File: src/wsc_pkg.sv
`timescale 1ns / 1ps

package wsc_pkg;

	// Field widths
	localparam int MODE_W   = 2;
	localparam int REG_W    = 5;
	localparam int DATA_W   = 8;
	localparam int SAMPLE_W = 4;
	localparam int FREQ_W   = 11;
	localparam int TIMER_W  = 12;
	localparam int LEVEL_W  = 2;
	localparam int WAVE_BYTES = 16;
	localparam int WADDR_W  = 4;

	// Access modes
	localparam logic [MODE_W-1:0] MODE_TICK  = 2'd0;
	localparam logic [MODE_W-1:0] MODE_WRITE = 2'd1;
	localparam logic [MODE_W-1:0] MODE_READ  = 2'd2;

	// Register map
	localparam logic [REG_W-1:0] REG_DAC       = 5'd0;
	localparam logic [REG_W-1:0] REG_LENGTH    = 5'd1;
	localparam logic [REG_W-1:0] REG_LEVEL     = 5'd2;
	localparam logic [REG_W-1:0] REG_FREQ_LO   = 5'd3;
	localparam logic [REG_W-1:0] REG_CONTROL   = 5'd4;
	localparam logic [REG_W-1:0] REG_WAVE0     = 5'd5;
	localparam logic [REG_W-1:0] REG_WAVE_LAST = 5'd20;

	// Output level codes
	localparam logic [LEVEL_W-1:0] LEVEL_MUTE    = 2'd0;
	localparam logic [LEVEL_W-1:0] LEVEL_FULL    = 2'd1;
	localparam logic [LEVEL_W-1:0] LEVEL_HALF    = 2'd2;
	localparam logic [LEVEL_W-1:0] LEVEL_QUARTER = 2'd3;

	localparam logic [DATA_W-1:0] READ_OPEN = 8'hFF;

	// Period is (2048 - f) * 2 ticks; the timer holds period - 1,
	// which is 4095 - 2f and always fits 12 bits.
	function automatic logic [TIMER_W-1:0] timer_reload(input logic [FREQ_W-1:0] f);
		timer_reload = 12'hFFF - {f, 1'b0};
	endfunction

	// Volume shift applied to a fetched nibble
	function automatic logic [SAMPLE_W-1:0] level_shift(input logic [SAMPLE_W-1:0] nib,
			input logic [LEVEL_W-1:0] level);
		case (level)
			LEVEL_MUTE:    level_shift = '0;
			LEVEL_FULL:    level_shift = nib;
			LEVEL_HALF:    level_shift = nib >> 1;
			LEVEL_QUARTER: level_shift = nib >> 2;
			default:       level_shift = '0;
		endcase
	endfunction

endpackage

File: src/wsc_if.sv
`timescale 1ns / 1ps

// Access channel: one tick, register write or register read per transfer
interface wsc_item_if;
	logic                      valid;
	logic                      ready;
	logic [wsc_pkg::MODE_W-1:0] mode;
	logic [wsc_pkg::REG_W-1:0]  reg_select;
	logic [wsc_pkg::DATA_W-1:0] write_data;

	modport source (output valid, mode, reg_select, write_data, input ready);
	modport sink   (input valid, mode, reg_select, write_data, output ready);
endinterface

// Result channel: channel output, enable flag and read byte
interface wsc_result_if;
	logic                        valid;
	logic                        ready;
	logic [wsc_pkg::SAMPLE_W-1:0] sample_out;
	logic                        channel_on;
	logic [wsc_pkg::DATA_W-1:0]   read_data;

	modport source (output valid, sample_out, channel_on, read_data, input ready);
	modport sink   (input valid, sample_out, channel_on, read_data, output ready);
endinterface

File: src/wavetable_sound_channel.sv
`timescale 1ns / 1ps

// Wavetable sound channel: 16-byte wave RAM holding WAVE_SAMPLES 4-bit samples
// (high nibble first), played at a period of (2048 - frequency) * 2 ticks and
// scaled by the output level. Each transfer on "item" is one tick, one register
// write or one register read, and gives exactly one transfer on "result" with
// the state after that access. The state update and the result register sit
// behind one level of logic, and a new item is taken every cycle as long as
// the result register is empty or being drained. The length byte is stored
// but not counted.
module wavetable_sound_channel #(
	parameter int WAVE_SAMPLES = 32
) (
	input  logic         clk,
	input  logic         arst_n,
	wsc_item_if.sink     item,
	wsc_result_if.source result
);
	import wsc_pkg::*;

	localparam int IDX_W = $clog2(WAVE_SAMPLES);

	// Channel state
	logic [DATA_W-1:0]   wave_q    [WAVE_BYTES];
	logic [DATA_W-1:0]   wave_rd_q [WAVE_BYTES];
	logic [FREQ_W-1:0]   freq_q, freq_n;
	logic [LEVEL_W-1:0]  level_q, level_n;
	logic                dac_q, dac_n;
	logic                active_q, active_n;
	logic                lsel_q, lsel_n;
	logic [DATA_W-1:0]   length_q, length_n;
	logic [IDX_W-1:0]    idx_q, idx_n;
	logic [SAMPLE_W-1:0] sample_q, sample_n;
	logic [TIMER_W-1:0]  timer_q, timer_n;

	// Result register
	logic                res_valid_q;
	logic [SAMPLE_W-1:0] res_sample_q;
	logic                res_on_q;
	logic [DATA_W-1:0]   res_rd_q;

	logic                accept;
	logic                wave_we;
	logic [WADDR_W-1:0]  wave_addr;
	logic [IDX_W:0]      idx_inc;
	logic [IDX_W-1:0]    idx_adv;
	logic [6:0]          idx_ext;
	logic [DATA_W-1:0]   fetch_byte;
	logic [SAMPLE_W-1:0] fetch_nib;
	logic [FREQ_W-1:0]   ctrl_freq;
	logic [DATA_W-1:0]   rd_n;
	logic                wave_sel;

	assign item.ready = !res_valid_q || result.ready;
	assign accept     = item.valid && item.ready;

	assign wave_sel  = (item.reg_select >= REG_WAVE0) && (item.reg_select <= REG_WAVE_LAST);
	assign wave_addr = WADDR_W'(item.reg_select - REG_WAVE0);
	assign wave_we   = accept && (item.mode == MODE_WRITE) && wave_sel;

	// Next sample index with wrap, and the nibble it selects
	assign idx_inc    = {1'b0, idx_q} + (IDX_W+1)'(1);
	assign idx_adv    = (idx_inc >= (IDX_W+1)'(WAVE_SAMPLES)) ? '0 : idx_inc[IDX_W-1:0];
	assign idx_ext    = 7'(idx_adv);
	assign fetch_byte = wave_q[idx_ext[4:1]];
	assign fetch_nib  = idx_adv[0] ? fetch_byte[3:0] : fetch_byte[7:4];

	assign ctrl_freq = {item.write_data[2:0], freq_q[7:0]};

	// State update for one access
	always_comb begin
		freq_n   = freq_q;
		level_n  = level_q;
		dac_n    = dac_q;
		active_n = active_q;
		lsel_n   = lsel_q;
		length_n = length_q;
		idx_n    = idx_q;
		sample_n = sample_q;
		timer_n  = timer_q;
		rd_n     = '0;
		case (item.mode)
			MODE_TICK: begin
				if (active_q && dac_q) begin
					if (timer_q == '0) begin
						timer_n  = timer_reload(freq_q);
						idx_n    = idx_adv;
						sample_n = level_shift(fetch_nib, level_q);
					end else begin
						timer_n = timer_q - TIMER_W'(1);
					end
				end
			end
			MODE_WRITE: begin
				case (item.reg_select)
					REG_DAC:     dac_n    = item.write_data[7];
					REG_LENGTH:  length_n = item.write_data;
					REG_LEVEL:   level_n  = item.write_data[6:5];
					REG_FREQ_LO: freq_n   = {freq_q[10:8], item.write_data};
					REG_CONTROL: begin
						freq_n = ctrl_freq;
						lsel_n = item.write_data[6];
						if (item.write_data[7]) begin
							timer_n  = timer_reload(ctrl_freq);
							active_n = dac_q;
						end
					end
					default: ;
				endcase
			end
			MODE_READ: begin
				case (item.reg_select)
					REG_LEVEL:   rd_n = {1'b0, level_q, 5'b0};
					REG_CONTROL: rd_n = {1'b0, lsel_q, 6'b0};
					default:     rd_n = wave_sel ? wave_rd_q[wave_addr] : READ_OPEN;
				endcase
			end
			default: ;
		endcase
	end

	// Control and channel state
	always_ff @(posedge clk or negedge arst_n) begin
		if (!arst_n) begin
			freq_q   <= '0;
			level_q  <= '0;
			dac_q    <= 1'b0;
			active_q <= 1'b0;
			lsel_q   <= 1'b0;
			length_q <= '0;
			idx_q    <= '0;
			sample_q <= '0;
			timer_q  <= '0;
		end else if (accept) begin
			freq_q   <= freq_n;
			level_q  <= level_n;
			dac_q    <= dac_n;
			active_q <= active_n;
			lsel_q   <= lsel_n;
			length_q <= length_n;
			idx_q    <= idx_n;
			sample_q <= sample_n;
			timer_q  <= timer_n;
		end
	end

	// Wave RAM: one copy for sample fetch, one for bus reads
	always_ff @(posedge clk or negedge arst_n) begin
		if (!arst_n) begin
			for (int i = 0; i < WAVE_BYTES; i++) begin
				wave_q[i]    <= '0;
				wave_rd_q[i] <= '0;
			end
		end else if (wave_we) begin
			wave_q[wave_addr]    <= item.write_data;
			wave_rd_q[wave_addr] <= item.write_data;
		end
	end

	// Result register; loads on every item transfer
	always_ff @(posedge clk or negedge arst_n) begin
		if (!arst_n) begin
			res_valid_q <= 1'b0;
		end else if (accept) begin
			res_valid_q <= 1'b1;
		end else if (result.ready) begin
			res_valid_q <= 1'b0;
		end
	end

	always_ff @(posedge clk) begin
		if (accept) begin
			res_sample_q <= sample_n;
			res_on_q     <= active_n;
			res_rd_q     <= rd_n;
		end
	end

	assign result.valid      = res_valid_q;
	assign result.sample_out = res_sample_q;
	assign result.channel_on = res_on_q;
	assign result.read_data  = res_rd_q;

endmodule

File: src/flat_wrapper.sv
// flat-port wrapper written by rule: the top's interface ports become plain ports
module wavetable_sound_channel_flat import wsc_pkg::*;
#(
	parameter int WAVE_SAMPLES = 32
)
  (clk, arst_n, item_valid, item_mode, item_reg_select, item_write_data, item_ready, result_valid, result_sample_out, result_channel_on, result_read_data, result_ready);
  wsc_item_if item_i ();
  wsc_result_if result_i ();
  input  logic clk;
  input  logic arst_n;
  input wire logic [$bits(item_i.valid)-1:0] item_valid;
  input wire logic [$bits(item_i.mode)-1:0] item_mode;
  input wire logic [$bits(item_i.reg_select)-1:0] item_reg_select;
  input wire logic [$bits(item_i.write_data)-1:0] item_write_data;
  output wire logic [$bits(item_i.ready)-1:0] item_ready;
  output wire logic [$bits(result_i.valid)-1:0] result_valid;
  output wire logic [$bits(result_i.sample_out)-1:0] result_sample_out;
  output wire logic [$bits(result_i.channel_on)-1:0] result_channel_on;
  output wire logic [$bits(result_i.read_data)-1:0] result_read_data;
  input wire logic [$bits(result_i.ready)-1:0] result_ready;
  assign item_i.valid = item_valid;
  assign item_i.mode = item_mode;
  assign item_i.reg_select = item_reg_select;
  assign item_i.write_data = item_write_data;
  assign item_ready = item_i.ready;
  assign result_valid = result_i.valid;
  assign result_sample_out = result_i.sample_out;
  assign result_channel_on = result_i.channel_on;
  assign result_read_data = result_i.read_data;
  assign result_i.ready = result_ready;
  wavetable_sound_channel #(.WAVE_SAMPLES(WAVE_SAMPLES)) u_core (.clk(clk), .arst_n(arst_n), .item(item_i), .result(result_i));
endmodule
File: config.mk
export PLATFORM = sky130hd
export DESIGN_NAME = wavetable_sound_channel_flat
export DESIGN_NICKNAME = d
export VERILOG_FILES = /design/src/wsc_pkg.sv /design/src/wsc_if.sv /design/src/wavetable_sound_channel.sv /design/src/flat_wrapper.sv
export SDC_FILE = /design/constraint.sdc
export NUM_CORES = 1
export LEC_CHECK = 0
export BUFFER_PORTS_ARGS = -buffer_cell sky130_fd_sc_hd__buf_4
export CAP_MARGIN = 20
export CORE_MARGIN = 4
export CORE_UTILIZATION = 60
export CTS_CLUSTER_DIAMETER = 50
export CTS_CLUSTER_SIZE = 16
export DETAILED_ROUTE_END_ITERATION = 10
export GPL_ROUTABILITY_DRIVEN = 0
export HOLD_SLACK_MARGIN = 0.06
export PLACE_DENSITY = 0.77
export SYNTH_ARGS = -nofsm -noshare
export SYNTH_HDL_FRONTEND = slang
export SYNTH_SLANG_ARGS = --single-unit
File: constraint.sdc
create_clock -name clk -period 7.5 [get_ports clk]
set_input_delay 0.75 -clock clk [delete_from_list [all_inputs] [get_ports clk]]
set_output_delay 0.75 -clock clk [all_outputs]
set_load 0.02 [all_outputs]
After elaboration in Yosys (flattened, before gate mapping)
Index checks and enable logic that the tools add are counted.
- register bits after elaboration: 307
- output and inout port bits: 15
- logic and storage cells: 121
- $add $sub $neg: 5
- $lt $le $gt $ge: 6
- equality and inequality tests: 11
- mux-type cells: 29
- bitwise logic cells: 4
- reductions and logical operators: 21
- operator list (kind ; count):
    $bwmux W128 ; 2
    $bmux W8 S4 ; 2
    $mux W12 ; 4
    $mux W8 ; 6
    $demux W8 S4 ; 1
    $pmux W12 S2 ; 1
    $sub A12 B12 Y12 const A ; 2
    $pmux W11 S2 ; 1
    $mux W4 ; 4
    $pmux W4 S4 ; 1
    $pmux W8 S2 ; 1
    $logic_not A12 Y1 ; 1
    $reduce_and A4 Y1 ; 3
    $sub A12 B1 Y12 const B ; 1
    $eq A5 B2 Y1 const B ; 2
    $ge A5 B5 Y1 const B ; 2
    $not A4 Y5 ; 2
    $reduce_and A3 Y1 ; 3
    $add A5 B1 Y6 const B ; 1
    $eq A2 B2 Y1 const B ; 3
    $ge A6 B6 Y1 const B ; 1
    $logic_and A1 B1 Y1 ; 6
    $eq A5 B3 Y1 const B ; 1
    $ge A5 B3 Y1 const B ; 1
    other kinds (15) ; 24

Longest topological paths before layout
Gate-level depths: netlist (run 1).
- word-level depth: 12
- mapped depth: 14
- depth with buffers taken out: 10

Least setup slack after synthesis (run 1)
Ideal clock, no wire load.
- kind: input to register
- from: input port item_reg_select[0]
- to: register u_core.res_rd_q[5], in the netlist u_core.result.read_data[5] (data pin)
- arrival: 3.481 ns
- path slack: 3.765 ns
- stages on the path: 12
- path buffers: 4
- cells stage by stage: buf_2 > buf_2 > buf_2 > inv_1 > ha_1 > clkbuf_1 > mux4_2 > mux4_2 > nor2_1 > nor3_1 > a21oi_1 > nor2_1
- cells in the longest elaborated chain, start to end: 7
- elaborated cells on any way between the ends: 12
- those cells by class: add/sub (1); order compare (2); eq/ne (2); mux (5); bitwise (1); reduce/logical (1)
- ends and longest elaborated chain (item ; line ; text):
    start, declared ; flat_wrapper.sv:13 ; input wire logic [$bits(item_i.reg_select)-1:0] item_reg_select;
    $sub A4 B3 Y4 ; wavetable_sound_channel.sv:58 ; assign wave_addr = WADDR_W'(item.reg_select - REG_WAVE0);
    $not A4 Y5 (implied by the code) ; wavetable_sound_channel.sv:115 ; default: rd_n = wave_sel ? wave_rd_q[wave_addr] : READ_OPEN;
    $bmux W8 S4 ; wavetable_sound_channel.sv:115 ;
    $mux W8 (implied by the code) (2 in a row) ; wavetable_sound_channel.sv:115 ;
    $mux W8 ; wavetable_sound_channel.sv:115 ;
    $pmux W8 S2 * ; wavetable_sound_channel.sv:112 ; case (item.reg_select)
    end signal, assigned ; wavetable_sound_channel.sv:175 ; res_rd_q <= rd_n;
    end, declared ; wavetable_sound_channel.sv:40 ; logic [DATA_W-1:0] res_rd_q;
Every way passes the cells marked *; elsewhere a longest branch is shown, timed or not. The select of a mux whose other input is x is not followed.
A chain may end at the register's enable or synchronous reset.

Final worst setup path (run 1)
- from: register u_core.idx_q[0]
- to: register u_core.res_sample_q[0], in the netlist u_core.result.sample_out[0] (data pin)
- cells in the longest elaborated chain, start to end: 12
- ends and longest elaborated chain (item ; line ; text):
    start, declared ; wavetable_sound_channel.sv:32 ; logic [IDX_W-1:0] idx_q, idx_n;
    start signal, assigned ; wavetable_sound_channel.sv:141 ; idx_q <= idx_n;
    $add A5 B1 Y6 * ; wavetable_sound_channel.sv:62 ; assign idx_inc = {1'b0, idx_q} + (IDX_W+1)'(1);
    $ge A6 B6 Y1 ; wavetable_sound_channel.sv:63 ; assign idx_adv = (idx_inc >= (IDX_W+1)'(WAVE_SAMPLES)) ? '0 : idx_inc[IDX_W-1:0];
    $mux W5 * ; wavetable_sound_channel.sv:63 ;
    net u_core.idx_adv[1] ; wavetable_sound_channel.sv:46 ; logic [IDX_W-1:0] idx_adv;
    $not A4 Y5 (implied by the code) * ; wavetable_sound_channel.sv:65 ; assign fetch_byte = wave_q[idx_ext[4:1]];
    $bmux W8 S4 * ; wavetable_sound_channel.sv:65 ;
    $mux W8 (implied by the code) * (2 in a row) ; wavetable_sound_channel.sv:65 ;
    $mux W4 * ; wavetable_sound_channel.sv:66 ; assign fetch_nib = idx_adv[0] ? fetch_byte[3:0] : fetch_byte[7:4];
    $pmux W4 S4 * ; wsc_pkg.sv:47 ; case (level)
    $mux W4 * ; wavetable_sound_channel.sv:85 ; if (timer_q == '0) begin
    $mux W4 * ; wavetable_sound_channel.sv:84 ; if (active_q && dac_q) begin
    $mux W4 * ; wavetable_sound_channel.sv:82 ; case (item.mode)
    net u_core.sample_n[0] ; wavetable_sound_channel.sv:33 ; logic [SAMPLE_W-1:0] sample_q, sample_n;
    end signal, assigned ; wavetable_sound_channel.sv:173 ; res_sample_q <= sample_n;
    end, declared ; wavetable_sound_channel.sv:38 ; logic [SAMPLE_W-1:0] res_sample_q;
The timed path passes the listed nets; every way through them passes the cells marked *. The select of a mux whose other input is x is not followed.

==> results_dict.tcl, run 1 <==
set metrics [dict create \
    outcome "complete, no violations" \
    setup-tns-final_ps 0 \
    max-slew-margin-rel 0.341 \
    routed_wl_um 27200 \
    clock_insertion_delay_worst_skew_ps 440 \
    synth-seq-area-share 0.441 \
    static_leakage_nw 4.97 \
    post_route_ant_nets 0 \
    grt_pass1_vias 7297 \
    fmax_ghz 0.242 \
    timing.final.max_slew_violations 0 \
    cts_hold_buffers 0 \
    number_of_remaining_drc_errors 0 \
    post_route_cells_drive_above_1_share 0.346 \
    cts.path.max_buffers 2 \
    ys.warnings.count 0 \
    max_cap_viol_count 0 \
    p_per_area_mw_per_mm2 209 \
    net_count_after_synthesis 862 \
    grt_max_degree 85 \
    worst_hold_path_type "in2async" \
    post_synth.cell_area_avg_um2 12.3 \
    synth-compound-area-share 0.0854 \
    synth_enable_flop_cells 13 \
    grt.met1_usage 0.408 \
    synthToLayoutAreaGrowth_pct 8.42 \
    routed_via_density 7.02 \
    layout.filler_cells 1218 \
    cp-start-kind "flip-flop" \
    grt.met2_usage 0.431 \
    hold_viol_final 0 \
    nNetsFinal 862 \
    first_iter_violations 839 \
    grt_most_used_layer "met2" \
    cts.sinks 179 \
    io_pins 34 \
    cts_buffers 17 \
    post_synth_main_area_contributors "sky130_fd_sc_hd__dfrtp_1 (40%), sky130_fd_sc_hd__mux2_2 (16%), sky130_fd_sc_hd__mux4_2 (11%)" \
    global_route_wire_length_before_repair_um 42800 \
    hpwl_um 18100 \
    cts_setup_buffers 0 \
    p_sw_w 0.000646 \
    clkTransAtPathRegs_ps 70 \
    synthDistinctLibCells 76 \
    total_overflow_reported_by_the_global_router 0 \
    asyncSetResetFlopFracSynth 0.927 \
    pwr-share-comb 0.149 \
    via_count 7502 \
    pwr-share-clk 0.368 \
    ctsHtreeMaxLevel 4 \
    buffer_ports.inserted 33 \
    hold_ws_ps 336 \
    finalCritPeriodShare 0.552 \
    area_of_the_multi_input_gates_mm2 0.00539 \
    synth_adder_area_share 0.00972 \
    firstDrtPassIters 6 \
    floorplan.rows 47 \
    arrival_ps 4330 \
    power.switching_fraction 0.277 \
    muxShareOfSynthArea 0.314 \
    floorplan.die.height_um 139 \
    regToRegSetupSlack_ps 3360 \
    antennaDiodeCount 0 \
    fin_crit_ps 4140 \
    total_power_w 0.00233 \
    crit_type "reg2reg" \
    critical_path.endpoint_type "flip-flop" \
    clockRootBuffer "sky130_fd_sc_hd__clkbuf_16" \
    grt_setup_unrepaired "no" \
    seq_power_share 0.484 \
    post_synth_and_or_nand_nor_area_fraction 0.104 \
    grt_util_all_layers 0.288 \
    antenna_found_initial 0 \
    gr-usage-met3 0.0710 \
    core-area_mm2 0.0167 \
    post_syn_area_mm2 0.0103 \
    worst_slew_pin_slew_ps 989 \
    setup_violations 0 \
    irDropWorstVdd_uv 221 \
    critPathRequiredTime_ps 7690 \
    sequential_cell_area_mm2 0.00454 \
    dieArea_mm2 0.0193 \
    dominant_combinational_cell_family_by_area_after_synthesis "multiplexers" \
    avgRoutedWirePerCell_um 25.5 \
    internal_power_w 0.00169 \
    synth_top_area_cell "sky130_fd_sc_hd__dfrtp_1" \
    syn_inst 835 \
    clock-skew-final_ps 10.4 \
    dieWidth_um 139 \
    ys_dominant_reg_cell "sky130_fd_sc_hd__dfrtp_1" \
    initial_utilization 0.616 \
    post_cts_resized 0 \
    yosysTopAreaCellShare 0.403 \
    post_synth_xor_area_fraction 0.00948 \
    cts_tree "done" \
    critPathMaxFanout 29 \
    timing.reg2reg.worst_path_depth 9 \
    synth.ff_latch_count 179 \
]
placed cells by master, fill, tap and decap left out, types with 4 or more instances in the layout:
cell type,instances
sky130_fd_sc_hd__a32oi_1,5
sky130_fd_sc_hd__a221oi_1,5
sky130_fd_sc_hd__inv_1,11
sky130_fd_sc_hd__nand2_1,70
sky130_fd_sc_hd__xnor2_1,6
sky130_fd_sc_hd__edfxtp_1,13
sky130_fd_sc_hd__nor3_1,14
sky130_fd_sc_hd__mux4_2,49
sky130_fd_sc_hd__and2_1,6
sky130_fd_sc_hd__o211ai_1,6
sky130_fd_sc_hd__a31oi_1,8
sky130_fd_sc_hd__a21oi_1,18
sky130_fd_sc_hd__nand3_1,17
sky130_fd_sc_hd__nor2_1,28
sky130_fd_sc_hd__dfrtp_1,166
sky130_fd_sc_hd__nand2b_1,11
sky130_fd_sc_hd__a22o_1,7
sky130_fd_sc_hd__mux4_1,4
sky130_fd_sc_hd__and4_1,4
sky130_fd_sc_hd__clkbuf_16,17
sky130_fd_sc_hd__o21a_1,7
sky130_fd_sc_hd__o2111ai_1,4
sky130_fd_sc_hd__o21ai_0,31
sky130_fd_sc_hd__clkinv_2,4
sky130_fd_sc_hd__nand2_2,4
sky130_fd_sc_hd__nor2b_1,6
sky130_fd_sc_hd__a22oi_1,6
sky130_fd_sc_hd__or4_1,7
sky130_fd_sc_hd__buf_4,40
sky130_fd_sc_hd__mux2i_1,34
sky130_fd_sc_hd__ha_1,7
sky130_fd_sc_hd__mux2_2,150
sky130_fd_sc_hd__nor3b_1,6
per-stage QoR:
| stage | worst slack (ps) | utilization | cells | cell area [um2] |
|---|---|---|---|---|
| floorplan | 3760 | - | 835 | 10300 |
| global placement | 3500 | 0.633 | 1034 | 10600 |
| detailed placement | 3460 | 0.633 | 1034 | 10600 |
| CTS | 3410 | 0.666 | 1066 | 11100 |
| global route | 3140 | 0.668 | 1068 | 11200 |
| finish | 3360 | 0.668 | 1068 | 11200 |
registers in the layout (all words and copies together) (netlist names):
name                      cells
u_core.sample_q               4
u_core.result.valid           1
u_core.result.sample_out      4
u_core.result.read_data       8
u_core.freq_q                11
u_core.timer_q               12
u_core.wave_q                40
u_core.idx_q                  5
u_core.level_q                2
u_core.active_q               1
u_core.wave_rd_q             88
u_core.dac_q                  1
u_core.lsel_q                 1
u_core.result.channel_on      1
critical path: stages, from the launching register on:
cell and delay [ps]:
sky130_fd_sc_hd__dfrtp_1 620, sky130_fd_sc_hd__ha_2 870, sky130_fd_sc_hd__buf_4 510, sky130_fd_sc_hd__mux4_2 560
sky130_fd_sc_hd__a21oi_1 130, sky130_fd_sc_hd__nand3_1 110, sky130_fd_sc_hd__o31ai_1 270, sky130_fd_sc_hd__nor2_1 120
sky130_fd_sc_hd__a221o_1 400, sky130_fd_sc_hd__mux2_2 270
Yosys cell counts, types with 4 or more instances:
master,instances
sky130_fd_sc_hd__or4_1,7
sky130_fd_sc_hd__inv_1,11
sky130_fd_sc_hd__nor2_1,28
sky130_fd_sc_hd__buf_4,11
sky130_fd_sc_hd__a22oi_1,6
sky130_fd_sc_hd__and4_1,4
sky130_fd_sc_hd__ha_1,8
sky130_fd_sc_hd__edfxtp_1,13
sky130_fd_sc_hd__clkbuf_1,26
sky130_fd_sc_hd__nand2_1,70
sky130_fd_sc_hd__nand2_2,4
sky130_fd_sc_hd__buf_1,6
sky130_fd_sc_hd__o21a_1,7
sky130_fd_sc_hd__nand2b_1,11
sky130_fd_sc_hd__o211ai_1,6
sky130_fd_sc_hd__and2_1,6
sky130_fd_sc_hd__o2111ai_1,4
sky130_fd_sc_hd__mux4_2,49
sky130_fd_sc_hd__a31oi_1,8
sky130_fd_sc_hd__a22o_1,7
sky130_fd_sc_hd__nor3b_1,6
sky130_fd_sc_hd__mux2i_1,34
sky130_fd_sc_hd__xnor2_1,6
sky130_fd_sc_hd__nor3_1,15
sky130_fd_sc_hd__nor2b_1,6
sky130_fd_sc_hd__a21oi_1,18
sky130_fd_sc_hd__buf_2,15
sky130_fd_sc_hd__a221oi_1,5
sky130_fd_sc_hd__a32oi_1,5
sky130_fd_sc_hd__mux4_1,4
sky130_fd_sc_hd__o21ai_0,31
sky130_fd_sc_hd__dfrtp_1,166
sky130_fd_sc_hd__nand3_1,17
sky130_fd_sc_hd__mux2_2,150
final cells by class:
cell class	instances	area share
multi-input combinational	582	0.483
clock inverter	14	0.0114
timing repair buffer	43	0.0314
clock buffer	18	0.0384
tap	220	0.0247
inverter	12	0.00403
sequential	179	0.407
power by group through the flow:
| stage | sequential [W] | clock (W) | combinational [W] |
|---|---|---|---|
| 2_1_floorplan | 0.00111 | 0 | 0.000252 |
| 4_1_cts | 0.00112 | 0.000865 | 0.000343 |
| 3_3_place_gp | 0.00113 | 0 | 0.000328 |
| 6_report | 0.00113 | 0.000858 | 0.000347 |
| 3_5_place_dp | 0.00114 | 0 | 0.000341 |
| 5_1_grt | 0.00113 | 0.000914 | 0.000376 |
final timing paths:
check | start | end
hold / removal | arst_n | u_core.idx_q[3]$_DFFE_PN0P_
setup / recovery | u_core.idx_q[0]$_DFFE_PN0P_ | u_core.result.sample_out[0]$_DFFE_PP_
hold reg to reg | u_core.sample_q[2]$_DFFE_PN0P_ | u_core.sample_q[2]$_DFFE_PN0P_
setup reg to reg | u_core.idx_q[0]$_DFFE_PN0P_ | u_core.result.sample_out[0]$_DFFE_PP_
max in group asynchronous | arst_n | u_core.timer_q[4]$_DFFE_PN0P_
min in group clk | u_core.sample_q[2]$_DFFE_PN0P_ | u_core.sample_q[2]$_DFFE_PN0P_
layer usage:
metal | up-vias | part of all wire
met2 | 472 | 0.46
met4 | 0 | 0.037
met3 | 77 | 0.096
li1 | 3172 | -
met1 | 3781 | 0.41
met5 | - | 0
cell families (layout without fill, tap and decap cells):
kind of cell    Yosys count  count (layout)
simple gates            200             200
fa+ha+maj                 8               8
flops                   179             179
xor+xnor                  9               9
compound gates          128             128
buf+inv                  74              87
mux                     237             237
No activity file was read; power rests on OpenSTA's default activity.
==> inputs of run 2 (changes only) <==
Settings changed: ABC_AREA set to 1.
Clock period 7.5 ns to 4.01 ns, I/O delays scaled along.
==> run 2 against run 1 <==
  * Die area shrank 3.1%
  * Design area shrank 3.2%
  * Maximum frequency grew 24%
  * Combinational power grew 100%
  * Highest routed layer unchanged
==> results_dict.tcl, run 2 <==
set metrics [dict create \
    grt_pass1_vias 8512 \
    hold_ws_ps 38.9 \
    antenna_found_initial 0 \
    p_per_area_mw_per_mm2 426 \
    first_iter_violations 1065 \
    irDropWorstVdd_uv 294 \
    top_regs "u_core.wave_rd_q (88), u_core.wave_q (40), u_core.timer_q (12)" \
    number_of_remaining_drc_errors 0 \
    setup-tns-final_ps 0 \
    outcome "complete, no violations" \
    buffer_ports.inserted 33 \
    cp-start-kind "flip-flop" \
    total_power_w 0.00461 \
    muxShareOfSynthArea 0 \
    post-synth-top-count-cell "sky130_fd_sc_hd__nand2_1" \
    synth_adder_area_share 0.0100 \
    hold_viol_final 0 \
    final_common_cell "sky130_fd_sc_hd__nand2_1" \
    grt_max_degree 99 \
    fmax_ghz 0.300 \
    floorplan.die.height_um 137 \
    arrival_ps 3630 \
    post_synth_xor_area_fraction 0.00528 \
    antennaDiodeCount 0 \
    synthToLayoutAreaGrowth_pct 8.48 \
    dieWidth_um 137 \
    clkTransAtPathRegs_ps 70 \
    dieArea_mm2 0.0187 \
    hpwl_um 18600 \
    post_synth_main_area_contributors "sky130_fd_sc_hd__dfrtp_1 (42%), sky130_fd_sc_hd__nand2_1 (13%), sky130_fd_sc_hd__o21ai_0 (13%)" \
    ys.warnings.count 0 \
    post_synth.cell_area_avg_um2 7.50 \
    post_synth_and_or_nand_nor_area_fraction 0.266 \
    clock_insertion_delay_worst_skew_ps 450 \
    layout.cells.most_common_list "sky130_fd_sc_hd__nand2_1 (356), sky130_fd_sc_hd__o21ai_0 (249), sky130_fd_sc_hd__dfrtp_1 (166), sky130_fd_sc_hd__nand3_1 (122), sky130_fd_sc_hd__nor2_1 (117)" \
    cts_hold_buffers 0 \
    firstDrtPassIters 6 \
    nNetsFinal 1347 \
    synth_enable_flop_cells 13 \
    avgRoutedWirePerCell_um 18.5 \
    largest_register "u_core.wave_rd_q" \
    yosysTopAreaCellShare 0.417 \
    io_pins 34 \
    dominant_combinational_cell_family_by_area_after_synthesis "simple AND/OR/NAND/NOR gates" \
    cts_setup_buffers 0 \
    routed_via_density 6.06 \
    worst_slew_pin_slew_ps 955 \
    synth_top_area_cell "sky130_fd_sc_hd__dfrtp_1" \
    synth-compound-area-share 0.191 \
    clock-skew-final_ps 9.09 \
    global_route_wire_length_before_repair_um 47000 \
    initial_utilization 0.620 \
    net_count_after_synthesis 1356 \
    synth.ff_latch_count 179 \
    syn_inst 1329 \
    asyncSetResetFlopFracSynth 0.927 \
    critPathMaxFanout 18 \
    critical_path.endpoint_type "flip-flop" \
    post_route_ant_nets 0 \
    clockRootBuffer "sky130_fd_sc_hd__clkbuf_16" \
    static_leakage_nw 4.79 \
    synth-seq-area-share 0.456 \
    synthDistinctLibCells 41 \
    total_overflow_reported_by_the_global_router 0 \
    timing.final.max_slew_violations 0 \
    max_cap_viol_count 0 \
    floorplan.rows 46 \
    critPathRequiredTime_ps 4300 \
    cts.sinks 179 \
    cts_tree "done" \
    core-area_mm2 0.0161 \
    routed_wl_um 28600 \
    grt_setup_unrepaired "no" \
    worst_hold_path_type "in2async" \
    cts.path.max_buffers 2 \
    regToRegSetupSlack_ps 670 \
    via_count 9380 \
    post_cts_resized 0 \
    finalCritPeriodShare 0.832 \
    layout.filler_cells 1363 \
    grt_util_all_layers 0.323 \
    setup_violations 0 \
    ys_dominant_reg_cell "sky130_fd_sc_hd__dfrtp_1" \
    number_of_flip_flops_under_the_largest_register_name 88 \
    post_route_cells_drive_above_1_share 0.0720 \
    crit_type "reg2reg" \
    post_syn_area_mm2 0.00996 \
    max-slew-margin-rel 0.363 \
    synth.cells.most_frequent "sky130_fd_sc_hd__nand2_1 (356), sky130_fd_sc_hd__o21ai_0 (249), sky130_fd_sc_hd__dfrtp_1 (166)" \
    cts_buffers 17 \
    fin_crit_ps 3340 \
    ctsHtreeMaxLevel 4 \
]
## run 2: changes by cell type in the layout (fill, tap and decap cells not counted), sizes merged, moves of 10 or more
cell,before,now
inv,17,81
mux2,150,0
nand2b,11,0
a21oi,19,63
mux4,53,0
nor2,28,117
nand2,74,357
mux2i,34,0
nand3,18,132
nor3,16,6
o21ai,34,261
## run 2: path summary, 6_finish.rpt
check                                            startpoint                                    end  depth (start not counted)
max                             u_core.idx_q[0]$_DFFE_PN0P_  u_core.result.sample_out[2]$_DFFE_PP_                         14
min in group clk                               result_ready        u_core.result.valid$_DFFE_PN0P_                          4
max reg2reg                     u_core.idx_q[0]$_DFFE_PN0P_  u_core.result.sample_out[2]$_DFFE_PP_                         14
max in group asynchronous                            arst_n         u_core.wave_q[103]$_DFFE_PN0P_                          2
min reg2reg                u_core.wave_rd_q[25]$_DFFE_PN0P_       u_core.wave_rd_q[25]$_DFFE_PN0P_                          2
min                                                  arst_n       u_core.wave_rd_q[76]$_DFFE_PN0P_                          1
## run 2: cell type report
type,instances,area (um2),share of cell area
multi-input combinational,991,4710,0.436
sequential,179,4540,0.421
clock buffer,22,454,0.0420
timing repair buffer,49,372,0.0344
inverter,82,308,0.0285
tap,216,270,0.0250
clock inverter,10,151,0.0140
## run 2: per-layer routing
layer | track usage | up-vias | routed length (um)
met4 | 0.141 | 0 | 1070
met1 | 0.464 | 4389 | 12300
met5 | 0 | - | 0
met2 | 0.469 | 502 | 12500
li1 | - | 4412 | -
met3 | 0.0768 | 77 | 2740
## run 2: kinds of logic (layout without fill, tap and decap cells)
logic type	Yosys count	in the layout
and+or+nand+nor	618	618
xor gates and xnor gates	6	6
adders and majority gates	8	8
DFF	179	179
buffers and inverters	159	163
AOI/OAI and AO/OA	359	359
## run 2: critical path, cell delays in order (launching register included)
cell and delay [ps]:
sky130_fd_sc_hd__dfrtp_1 530, sky130_fd_sc_hd__inv_1 190, sky130_fd_sc_hd__nor2_1 160, sky130_fd_sc_hd__nand2_1 80, sky130_fd_sc_hd__nand2_2 310, sky130_fd_sc_hd__clkinv_1 590
sky130_fd_sc_hd__nand3_1 330, sky130_fd_sc_hd__nand2_1 80, sky130_fd_sc_hd__nand2_1 60, sky130_fd_sc_hd__nand2_1 60, sky130_fd_sc_hd__o21ai_0 400, sky130_fd_sc_hd__nand2_1 120
sky130_fd_sc_hd__nand2_1 150, sky130_fd_sc_hd__nand2_1 60, sky130_fd_sc_hd__o21ai_0 60
## run 2: report_power, final
group          switching, W  internal [W]  total, W
logic              0.000471      0.000237  0.000708
registers          0.000143       0.00201   0.00216
clock network      0.000736       0.00101   0.00174
total               0.00135       0.00326   0.00461
## run 2: stage by stage
step	util	cells	cell area (um2)	setup slack (ps)
after floorplan	-	1329	9960	1260
after global placement	0.635	1517	10200	837
after detailed placement	0.635	1517	10200	812
after CTS	0.673	1549	10800	771
after global routing	0.673	1549	10800	332
final	0.673	1549	10800	675
